[src/hcid_pkg.sv]
// Shared types and constants of the HCI UART packet deframer.
`default_nettype none
package hcid_pkg;

	localparam int unsigned RemW   = 17;
	localparam int unsigned QDepth = 4;
	localparam int unsigned QPtrW  = 2;
	localparam int unsigned QCntW  = 3;

	// parse phase codes
	localparam logic [1:0] PH_HUNT = 2'd0;
	localparam logic [1:0] PH_HEAD = 2'd1;
	localparam logic [1:0] PH_BODY = 2'd2;

	// packet kinds
	localparam logic [2:0] K_EVT = 3'd0;
	localparam logic [2:0] K_ACL = 3'd1;
	localparam logic [2:0] K_DBG = 3'd2;
	localparam logic [2:0] K_RRD = 3'd3;
	localparam logic [2:0] K_RWR = 3'd4;

	// indicator bytes
	localparam logic [7:0] IND_EVT = 8'h04;
	localparam logic [7:0] IND_ACL = 8'h02;
	localparam logic [7:0] IND_DBG = 8'h5a;
	localparam logic [7:0] IND_RRD = 8'h57;
	localparam logic [7:0] IND_RWR = 8'h55;

	localparam logic [7:0] EVT_LE_META    = 8'h3e;
	localparam logic [7:0] LE_META_LEN    = 8'h13;
	localparam logic [7:0] LE_META_BADLEN = 8'h01;
	localparam logic [RemW-1:0] LE_META_REST = 17'h12;

	// output channels
	localparam logic [1:0] CH_EVT = 2'd0;
	localparam logic [1:0] CH_ACL = 2'd1;
	localparam logic [1:0] CH_DBG = 2'd2;
	localparam logic [1:0] CH_RRD = 2'd3;

	// configuration register indexes
	localparam logic CFG_LE_REPAIR = 1'b0;
	localparam logic CFG_VND_FWD   = 1'b1;

	typedef struct packed {
		logic [1:0] channel;
		logic [7:0] data_byte;
		logic       first_of_packet;
		logic       last_of_packet;
		logic       status;
	} res_t;

	typedef struct packed {
		logic [1:0] cnt;
		res_t       r0;
		res_t       r1;
	} push_t;

	typedef struct packed {
		logic le_meta_repair_enable;
		logic vendor_forward_enable;
	} cfg_t;

endpackage
`default_nettype wire

[src/hcid_parser.sv]
// Header parser: packet state and the results of one received byte.
`default_nettype none
module hcid_parser (
	input  wire logic           clk,
	input  wire logic           arst_n,
	input  wire logic           fire,
	input  wire logic [7:0]     rx_byte,
	input  wire hcid_pkg::cfg_t cfg,
	output hcid_pkg::push_t     push
);

	logic [1:0]                 phase_q, phase_d;
	logic [2:0]                 kind_q, kind_d;
	logic [2:0]                 hidx_q, hidx_d;
	logic [hcid_pkg::RemW-1:0]  rem_q, rem_d;
	logic [7:0]                 lenlo_q, lenlo_d;
	logic                       meta_q, meta_d;
	logic [hcid_pkg::RemW-1:0]  rem_dec;
	logic [15:0]                acl_len;
	logic                       body_last;
	logic                       body_first;
	hcid_pkg::push_t            p;

	function automatic hcid_pkg::res_t mk(input logic [1:0] ch, input logic [7:0] b,
			input logic f, input logic l, input logic st);
		hcid_pkg::res_t r;
		r.channel         = ch;
		r.data_byte       = b;
		r.first_of_packet = f;
		r.last_of_packet  = l;
		r.status          = st;
		return r;
	endfunction

	assign acl_len   = {rx_byte, lenlo_q};
	assign rem_dec   = (rem_q != '0) ? rem_q - 1'b1 : rem_q;
	assign body_last = (rem_dec == '0);
	assign body_first = (hidx_q == 3'd0);

	always_comb begin
		phase_d = phase_q;
		kind_d  = kind_q;
		hidx_d  = hidx_q;
		rem_d   = rem_q;
		lenlo_d = lenlo_q;
		meta_d  = meta_q;
		p.cnt   = 2'd0;
		p.r0    = '0;
		p.r1    = '0;
		case (phase_q)
			hcid_pkg::PH_HEAD: begin
				case (kind_q)
					hcid_pkg::K_EVT: begin
						if (hidx_q == 3'd0) begin
							meta_d = (rx_byte == hcid_pkg::EVT_LE_META);
							p.cnt  = 2'd1;
							p.r0   = mk(hcid_pkg::CH_EVT, rx_byte, 1'b1, 1'b0, 1'b0);
							hidx_d = 3'd1;
						end else if (meta_q && rx_byte == hcid_pkg::LE_META_BADLEN &&
								cfg.le_meta_repair_enable) begin
							// insert the missing length, then pass the byte on as data
							p.cnt   = 2'd2;
							p.r0    = mk(hcid_pkg::CH_EVT, hcid_pkg::LE_META_LEN,
								1'b0, 1'b0, 1'b0);
							p.r1    = mk(hcid_pkg::CH_EVT, hcid_pkg::LE_META_BADLEN,
								1'b0, 1'b0, 1'b0);
							rem_d   = hcid_pkg::LE_META_REST;
							phase_d = hcid_pkg::PH_BODY;
						end else begin
							rem_d   = {{(hcid_pkg::RemW-8){1'b0}}, rx_byte};
							p.cnt   = 2'd1;
							p.r0    = mk(hcid_pkg::CH_EVT, rx_byte, 1'b0,
								rx_byte == 8'd0, 1'b0);
							phase_d = (rx_byte != 8'd0) ? hcid_pkg::PH_BODY
								: hcid_pkg::PH_HUNT;
						end
					end
					hcid_pkg::K_ACL: begin
						p.cnt = 2'd1;
						if (hidx_q < 3'd3) begin
							if (hidx_q == 3'd2)
								lenlo_d = rx_byte;
							p.r0   = mk(hcid_pkg::CH_ACL, rx_byte, hidx_q == 3'd0,
								1'b0, 1'b0);
							hidx_d = hidx_q + 3'd1;
						end else begin
							rem_d   = {{(hcid_pkg::RemW-16){1'b0}}, acl_len};
							p.r0    = mk(hcid_pkg::CH_ACL, rx_byte, 1'b0,
								acl_len == 16'd0, 1'b0);
							phase_d = (acl_len != 16'd0) ? hcid_pkg::PH_BODY
								: hcid_pkg::PH_HUNT;
						end
					end
					hcid_pkg::K_DBG: begin
						rem_d   = {{(hcid_pkg::RemW-8){1'b0}}, rx_byte};
						hidx_d  = 3'd0;
						phase_d = (rx_byte != 8'd0) ? hcid_pkg::PH_BODY
							: hcid_pkg::PH_HUNT;
					end
					hcid_pkg::K_RRD, hcid_pkg::K_RWR: begin
						if (hidx_q == 3'd0)
							rem_d = {{(hcid_pkg::RemW-10){1'b0}}, rx_byte, 2'b00}
								+ hcid_pkg::RemW'(4);
						if (hidx_q >= 3'd2) begin
							hidx_d  = 3'd0;
							phase_d = hcid_pkg::PH_BODY;
						end else begin
							hidx_d = hidx_q + 3'd1;
						end
					end
					default: phase_d = hcid_pkg::PH_HUNT;
				endcase
			end
			hcid_pkg::PH_BODY: begin
				rem_d = rem_dec;
				if (kind_q == hcid_pkg::K_DBG || kind_q == hcid_pkg::K_RRD)
					hidx_d = 3'd1;
				case (kind_q)
					hcid_pkg::K_EVT: begin
						p.cnt = 2'd1;
						p.r0  = mk(hcid_pkg::CH_EVT, rx_byte, 1'b0, body_last, 1'b0);
					end
					hcid_pkg::K_ACL: begin
						p.cnt = 2'd1;
						p.r0  = mk(hcid_pkg::CH_ACL, rx_byte, 1'b0, body_last, 1'b0);
					end
					hcid_pkg::K_DBG: begin
						p.cnt = {1'b0, cfg.vendor_forward_enable};
						p.r0  = mk(hcid_pkg::CH_DBG, rx_byte, body_first, body_last, 1'b0);
					end
					hcid_pkg::K_RRD: begin
						p.cnt = {1'b0, cfg.vendor_forward_enable};
						p.r0  = mk(hcid_pkg::CH_RRD, rx_byte, body_first, body_last, 1'b0);
					end
					default: p.cnt = 2'd0;
				endcase
				if (body_last || kind_q > hcid_pkg::K_RWR)
					phase_d = hcid_pkg::PH_HUNT;
			end
			default: begin
				phase_d = hcid_pkg::PH_HEAD;
				hidx_d  = 3'd0;
				meta_d  = 1'b0;
				case (rx_byte)
					hcid_pkg::IND_EVT: kind_d = hcid_pkg::K_EVT;
					hcid_pkg::IND_ACL: kind_d = hcid_pkg::K_ACL;
					hcid_pkg::IND_DBG: kind_d = hcid_pkg::K_DBG;
					hcid_pkg::IND_RRD: kind_d = hcid_pkg::K_RRD;
					hcid_pkg::IND_RWR: kind_d = hcid_pkg::K_RWR;
					default: begin
						// drop unknown indicator, report it
						phase_d = hcid_pkg::PH_HUNT;
						p.cnt   = 2'd1;
						p.r0    = mk(hcid_pkg::CH_EVT, rx_byte, 1'b0, 1'b0, 1'b1);
					end
				endcase
			end
		endcase
		if (!fire)
			p.cnt = 2'd0;
	end

	assign push = p;

	always_ff @(posedge clk or negedge arst_n) begin
		if (!arst_n) begin
			phase_q <= hcid_pkg::PH_HUNT;
			kind_q  <= hcid_pkg::K_EVT;
			hidx_q  <= 3'd0;
			rem_q   <= '0;
			lenlo_q <= 8'd0;
			meta_q  <= 1'b0;
		end else if (fire) begin
			phase_q <= phase_d;
			kind_q  <= kind_d;
			hidx_q  <= hidx_d;
			rem_q   <= rem_d;
			lenlo_q <= lenlo_d;
			meta_q  <= meta_d;
		end
	end

endmodule
`default_nettype wire

[src/hcid_ofifo.sv]
// Result queue: takes up to two results a cycle, hands out one.
`default_nettype none
module hcid_ofifo (
	input  wire logic            clk,
	input  wire logic            arst_n,
	input  wire hcid_pkg::push_t push,
	output logic                 room,
	output logic [hcid_pkg::QCntW-1:0] count,
	output logic                 out_valid,
	input  wire logic            out_ready,
	output hcid_pkg::res_t       out_res
);

	hcid_pkg::res_t                  mem_q [hcid_pkg::QDepth];
	logic [hcid_pkg::QPtrW-1:0]      wp_q, rp_q;
	logic [hcid_pkg::QCntW-1:0]      cnt_q;
	logic                            pop;
	logic [hcid_pkg::QPtrW-1:0]      wp1;

	assign wp1       = wp_q + 1'b1;
	assign out_valid = (cnt_q != '0);
	assign out_res   = mem_q[rp_q];
	assign pop       = out_valid && out_ready;
	// room for two more, whatever leaves this cycle
	assign room      = (cnt_q <= hcid_pkg::QCntW'(hcid_pkg::QDepth - 2));
	assign count     = cnt_q;

	always_ff @(posedge clk) begin
		if (push.cnt != 2'd0)
			mem_q[wp_q] <= push.r0;
		if (push.cnt == 2'd2)
			mem_q[wp1] <= push.r1;
	end

	always_ff @(posedge clk or negedge arst_n) begin
		if (!arst_n) begin
			wp_q  <= '0;
			rp_q  <= '0;
			cnt_q <= '0;
		end else begin
			wp_q  <= wp_q + push.cnt;
			if (pop)
				rp_q <= rp_q + 1'b1;
			cnt_q <= cnt_q + {1'b0, push.cnt} - {{(hcid_pkg::QCntW-1){1'b0}}, pop};
		end
	end

endmodule
`default_nettype wire

[src/hci_uart_packet_deframer_core.sv]
// Top level of the HCI UART packet deframer.
// Usage:
//   Feed received UART bytes on the s_ channel, one item per byte in s_tdata.
//   Each byte that opens a packet (event, ACL, vendor debug, register read or
//   write) is stripped; event and ACL bytes and forwarded debug and read
//   bodies come out on m_ with channel, first mark and error status in
//   m_tuser, last mark on m_tlast. An unknown indicator byte yields one item
//   with status set. The cfg channel writes the two enable bits (index 0 LE
//   meta repair, index 1 vendor forwarding); cfg_ready is always high.
// Timing:
//   A byte is taken into an input register and parsed from there when the
//   four-entry result queue has room; its results are written into the queue
//   and shown on m_ from there. One byte per cycle is sustained; a repaired
//   LE meta length makes two results from one byte, which the queue absorbs.
//   The input register and the queue's free space set the rate.
// Reset and stall:
//   Reset empties the queue, returns the parser to hunting for an indicator
//   and sets both enables. When m_tready stays low the queue fills with
//   results and s_tready drops once it lacks room for two; nothing is lost.
`default_nettype none
module hci_uart_packet_deframer_core (
	input  wire logic       clk,
	input  wire logic       arst_n,
	input  wire logic       s_tvalid,
	output logic            s_tready,
	input  wire logic [7:0] s_tdata,   // [7:0] rx_byte
	output logic            m_tvalid,
	input  wire logic       m_tready,
	output logic [7:0]      m_tdata,   // [7:0] data_byte
	output logic            m_tlast,   // last_of_packet
	output logic [3:0]      m_tuser,   // [1:0] channel, [2] first_of_packet, [3] status
	input  wire logic       cfg_valid,
	output logic            cfg_ready,
	input  wire logic       cfg_index,
	input  wire logic       cfg_data
);

	logic                       s1_valid_q;
	logic [7:0]                 byte_s1;
	logic                       room;
	logic                       adv;
	logic [hcid_pkg::QCntW-1:0] qcount;
	hcid_pkg::cfg_t             cfg_q;
	hcid_pkg::push_t            push;
	hcid_pkg::res_t             res;

	assign cfg_ready = 1'b1;
	assign adv       = s1_valid_q && room;
	assign s_tready  = !s1_valid_q || room;

	always_ff @(posedge clk or negedge arst_n) begin
		if (!arst_n) begin
			cfg_q.le_meta_repair_enable <= 1'b1;
			cfg_q.vendor_forward_enable <= 1'b1;
		end else if (cfg_valid) begin
			if (cfg_index == hcid_pkg::CFG_LE_REPAIR)
				cfg_q.le_meta_repair_enable <= cfg_data;
			if (cfg_index == hcid_pkg::CFG_VND_FWD)
				cfg_q.vendor_forward_enable <= cfg_data;
		end
	end

	always_ff @(posedge clk or negedge arst_n) begin
		if (!arst_n)
			s1_valid_q <= 1'b0;
		else if (s_tready)
			s1_valid_q <= s_tvalid;
	end

	always_ff @(posedge clk) begin
		if (s_tready && s_tvalid)
			byte_s1 <= s_tdata;
	end

	hcid_parser u_parser (
		.clk     (clk),
		.arst_n  (arst_n),
		.fire    (adv),
		.rx_byte (byte_s1),
		.cfg     (cfg_q),
		.push    (push)
	);

	hcid_ofifo u_ofifo (
		.clk       (clk),
		.arst_n    (arst_n),
		.push      (push),
		.room      (room),
		.count     (qcount),
		.out_valid (m_tvalid),
		.out_ready (m_tready),
		.out_res   (res)
	);

	assign m_tdata = res.data_byte;
	assign m_tlast = res.last_of_packet;
	assign m_tuser = {res.status, res.first_of_packet, res.channel};

	a_qcount_bound: assert property (@(posedge clk) disable iff (!arst_n)
		qcount <= hcid_pkg::QCntW'(hcid_pkg::QDepth))
		else $error("result queue over capacity");

	a_empty_no_valid: assert property (@(posedge clk) disable iff (!arst_n)
		(qcount == '0) |-> !m_tvalid)
		else $error("output valid with empty queue");

	a_hold_stalled: assert property (@(posedge clk) disable iff (!arst_n)
		(s1_valid_q && !room) |=> (s1_valid_q && $stable(byte_s1)))
		else $error("stalled input byte lost");

	a_push_needs_room: assert property (@(posedge clk) disable iff (!arst_n)
		(push.cnt != 2'd0) |-> room)
		else $error("results pushed without room");

endmodule
`default_nettype wire

[config.mk]
export PLATFORM = sky130hd
export DESIGN_NAME = hci_uart_packet_deframer_core
export DESIGN_NICKNAME = d
export VERILOG_FILES = /design/src/hcid_pkg.sv /design/src/hcid_parser.sv /design/src/hcid_ofifo.sv /design/src/hci_uart_packet_deframer_core.sv
export SDC_FILE = /design/constraint.sdc
export NUM_CORES = 1
export LEC_CHECK = 0
export ABC_CLOCK_PERIOD_IN_PS = 3250
export BUFFER_PORTS_ARGS = -buffer_cell sky130_fd_sc_hd__buf_2
export CAP_MARGIN = 10
export CORE_AREA = 2 2 98 194
export DETAILED_ROUTE_END_ITERATION = 7
export DIE_AREA = 0 0 100 196
export PLACE_DENSITY = 0.59
export SYNTH_ARGS = -nofsm -noshare
export SYNTH_HDL_FRONTEND = slang
export SYNTH_SLANG_ARGS = --single-unit
[constraint.sdc]
create_clock -name clk -period 3.25 [get_ports clk]
set_clock_uncertainty 0.15 [all_clocks]
set_input_delay 0.325 -clock clk [delete_from_list [all_inputs] [get_ports clk]]
set_output_delay 0.325 -clock clk [all_outputs]
set_load 0.1 [all_outputs]
==> results.md <==
Status:
- The flow ran to the end, and the final reports show no timing, DRC or antenna violations.

Yosys:
- The mapped netlist covers 0.00620 sq mm.
- The number of enable-type register cells in the synthesized netlist is 12.
- The distinct cell type count of the synthesized netlist is 84.
- The Yosys warning count is 0.
- The gate count after technology mapping is 660.
- The proportion of synthesized flip-flops having asynchronous set or reset is a little over two fifths.
- The cell with the most instances after synthesis is nand2_1.
- The portion of the post-synthesis area used by sequential elements is 39.1%.
- The average instance area after synthesis is around 9.4 sq um.
- Among all flip-flop cells after synthesis, the most frequent one is dfxtp_1.
- By count the netlist is led by nand2_1, dfxtp_1, o21ai_0.
- The share of the synthesized area in the top cell type is between 15 and 20%.
- Ranked by total cell area, the synthesized netlist is headed by dfrtp_1, dfxtp_1, edfxtp_1.
- Counting every net in the synthesized netlist gives 691.
- The most area-hungry cell type in the Yosys netlist is dfrtp_1.
- After synthesis the netlist holds a flip-flop and latch count of approximately 100.

Timing:
- The worst setup slack after layout is ~0.091 ns.
- The final max-slew violation count is 0.
- At the pin with the least slew margin, the transition time is slightly above 0.9 ns.
- The final cycle utilization of the critical path is 97.2%.
- The headroom to the max-slew limit is between 30% and 40%.
- Setup violations remaining at the end of the flow were counted as 0.
- The final critical-path required period is around 3.2 ns.
- Setup repair after global routing could not meet its margin everywhere.
- The maximum clock frequency is ~0.32 GHz.
- The count of endpoints failing hold in the final timing report came to 0.

Worst setup path:
- The critical-path cell with the highest stage delay is edfxtp_1.
- The worst-path maximum fanout is 6.
- Among the stages of the critical path, the cell type that occurs most often is ha_1.
- Together, buffers and inverters on the worst path number 2.
- Walking the worst path, the cells encountered are inv_2 -> ha_1 -> or3b_2 -> a21oi_1 -> o211ai_1 -> o311ai_4 -> ha_1 -> inv_1 -> ha_1 -> fa_1.
- On the critical path the largest part of the delay comes from adder cells.
- STA classifies the critical path startpoint as a flop.
- Across all register-to-register paths, the minimum setup slack is around 0.091 ns.
- Data on the critical path is required at its endpoint by roughly 3.3 ns.
- The critical path capture point type is a flop.
- The arrival time reported for the critical path endpoint is 3.24 ns.
- The category of the critical setup timing path is reg2reg.
- For this run, the slowest stage of the critical path takes slightly below 0.5 ns.

Power and ir drop:
- The sum of internal, switching and leakage power is slightly above 7 mW.
- The sequential power share is roughly 29%.
- Combinational cells account for a little under three fifths of the total power.
- The internal power summed over all cells is around 3.7 mW.
- The power density over the cells is around 1000 mW/mm^2.
- The clock network is responsible for about 15% of the overall power.
- The maximum resistive drop on vdd is 769 uV.
- The static leakage is 2.95 nW.
- The switching share of total power is between 40% and 50%.
- The analysis attributes to net switching a power of ~3.6 mW.

Global routing:
- Global routing used a little over a fifth of the available tracks.
- The number of global-route vias before repair is between 5000 and 6000.
- The first global-routing pass estimated around 32000 um of wire.
- After global routing the overflow that remains totals 0.
- The largest net degree at the start of global routing is 37.
- The number of antenna violations at the first check in global routing came to 0.

Placed design:
- The placed cell count is between 900 and 1000.
- The HPWL after detailed placement is approximately 16000 um.
- Once placement finished, the instance area stood at 0.00679 sq mm.
- Routability-driven placement finished with a final weighted congestion of 0.987.
- The pre-CTS setup slack is around 0.081 ns.
- The number of input and output port buffers inserted is 29.

Detailed routing:
- The detail route stage leaves a number of antenna-violating nets equal to 0.
- The detailed router finished its first iteration with ~450 violations.
- Using the TritonRoute via totals, the vias-per-cell ratio works out to 6.03.
- The final layout contains routed wiring with a total length of between 20000 and 25000 um.
- Summing over every cut layer, the via total after detailed routing is 5625.
- The first-pass iteration count of the detailed router is 6.
- Dividing the detail-routed wire length by the instance count gives 21.7 um.
- In the routed design, unresolved DRC markers number 0.

CTS:
- In this run the number of H-tree levels came out at 3.
- The clock sink total is about 100.
- The largest buffer count on any clock path is 2.
- Clock-pin slew was measured on the worst setup and hold paths at 0.08 ns.
- In this run, CTS created clock tree buffers numbering 9.
- At the later pin of the worst-skew pair, clock insertion delay measures approximately 0.36 ns.
- The root buffer cell chosen for the clock tree is clkbuf_16.
- TritonCTS built the clock tree.

Min path:
- The class of the most critical hold timing path is in2reg.

Die:
- Measured along the x axis, the die boundary spans around 100 um.
- The initial core utilization is around a third.
- The die covers 0.0196 sq mm.
- In this run the core area contains 70 standard-cell rows.
- The die is slightly below 200 um tall.
- The core footprint is around 0.018 sq mm.
- The number of top-level design ports is 31.

Job:
- Max-cap violations in this run came to 0.

Finish:
- The fill cell total of the finished layout is ~1800.
- For this run, the post-layout net count is 743.
- The final standard cell area without fillers is about 0.007 sq mm.
- The layout cell share with drive strength beyond 1 is 20.4%.
- From synthesis to final layout, the design area changed by 16.2%.
- The number of antenna repair diodes is 0.
- After the flow finishes, the layout carries non-filler instances totaling between 900 and 1000.
[cell usage in the layout (no fill, tap or decap), drive strengths merged, types with 5 or more instances in the layout]
master and instances:
buf 82, mux2 7, inv 34, nor2b 9, or4 5, o31ai 8, dfxtp 48, nor4 14
ha 15, clkbuf 11, o21ai 47, nand4 5, nand3 24, nor2 38, edfxtp 12, a22o 14
o21a 7, nand2 61, dlygate4sd3 8, o22ai 10, o2bb2ai 31, and3 9, o211ai 7, dfrtp 42
a211oi 8, and2 7, or3 8, a21oi 23, nand2b 12, nor3 11, xnor2 12, a221oi 5
a21o 5, mux4 13
[flip-flops by register name, indices dropped and copies added, names as in the netlist]
name              cells
cfg_q                 2
u_ofifo.rp_q          2
u_ofifo.count         3
byte_s1               8
s1_valid_q            1
u_parser.phase_q      2
u_ofifo.mem_q        52
u_parser.rem_q       17
u_parser.kind_q       3
u_parser.hidx_q       3
u_parser.lenlo_q      8
u_ofifo.wp_q          2
u_parser.meta_q       1
[final cells by class]
type | instances | area (sq um) | share of cell area, %
clock buffers | 11 | 254 | 3.52
clock inverters | 5 | 46.3 | 0.642
inverters | 31 | 116 | 1.61
multi-input cells | 476 | 3470 | 48.2
flip-flops and latches | 104 | 2420 | 33.6
well taps | 216 | 270 | 3.75
repair buffers | 90 | 623 | 8.64
[power groups by stage]
stage / clock network (mW) / logic (mW) / registers (mW)
after CTS: 1.13 / 3.99 / 2.08
after global routing: 1.18 / 4.34 / 2.14
final: 1.11 / 4.06 / 2.09
after global placement: 0 / 3.89 / 2.08
after detailed placement: 0 / 3.96 / 2.10
after floorplan: 0 / 3.15 / 1.88
[timing repair]
item	CTS	global route
gates resized for setup	0	8
endpoints found under the hold margin	40	0
setup endpoints to repair	0	8
setup buffers	0	1
hold buffers	8	0
[logic make-up (layout without fill, tap and decap cells)]
family / Yosys count / count (layout) / synth area share, %
AND/OR/NAND/NOR: 221 / 221 / 19.6
AO/OA/AOI/OAI: 201 / 201 / 24.0
flip-flops: 104 / 104 / 39.1
buffers and inverters: 80 / 137 / 5.43
multiplexers: 23 / 23 / 6.48
adder cells (fa/ha/maj): 16 / 16 / 3.35
XOR/XNOR: 14 / 14 / 1.98
other: 1 / 1 / 0.0605
[stage by stage]
stage / utilization, % / hold slack (ns) / TNS [ns]
finish: 39.6 / 0.0111 / 0
global route: 39.6 / 0.00593 / -0.0145
CTS: 39.3 / 0.00646 / 0
detailed placement: 37.3 / 0.297 / 0
global placement: 37.3 / 0.290 / 0
floorplan: - / -0.121 / 0
[path summary, 6_finish.rpt]
path,endpoint,from,cells after the start
max in group asynchronous,u_parser.rem_q[9]$_DFFE_PN0P_,arst_n,3
min in group asynchronous,u_ofifo.rp_q[0]$_DFFE_PN0P_,arst_n,2
worst min-delay path,byte_s1[1]$_DFFE_PP_,s_tdata[1],1
worst min register to register,u_ofifo.mem_q[2][9]$_SDFFE_PP0P_,u_ofifo.mem_q[2][9]$_SDFFE_PP0P_,1
worst max register to register,u_ofifo.count[1]$_DFF_PN0_,byte_s1[0]$_DFFE_PP_,10
worst max-delay path,u_ofifo.count[1]$_DFF_PN0_,byte_s1[0]$_DFFE_PP_,10
[routing by layer]
metal | global-route usage [%] | share of wire (%)
met1 | 20.0 | 33
met2 | 40.1 | 56
met3 | 2.71 | 3.0
met4 | 16.3 | 7.9
met5 | 0 | 0
(Power assumes the default switching activity.)
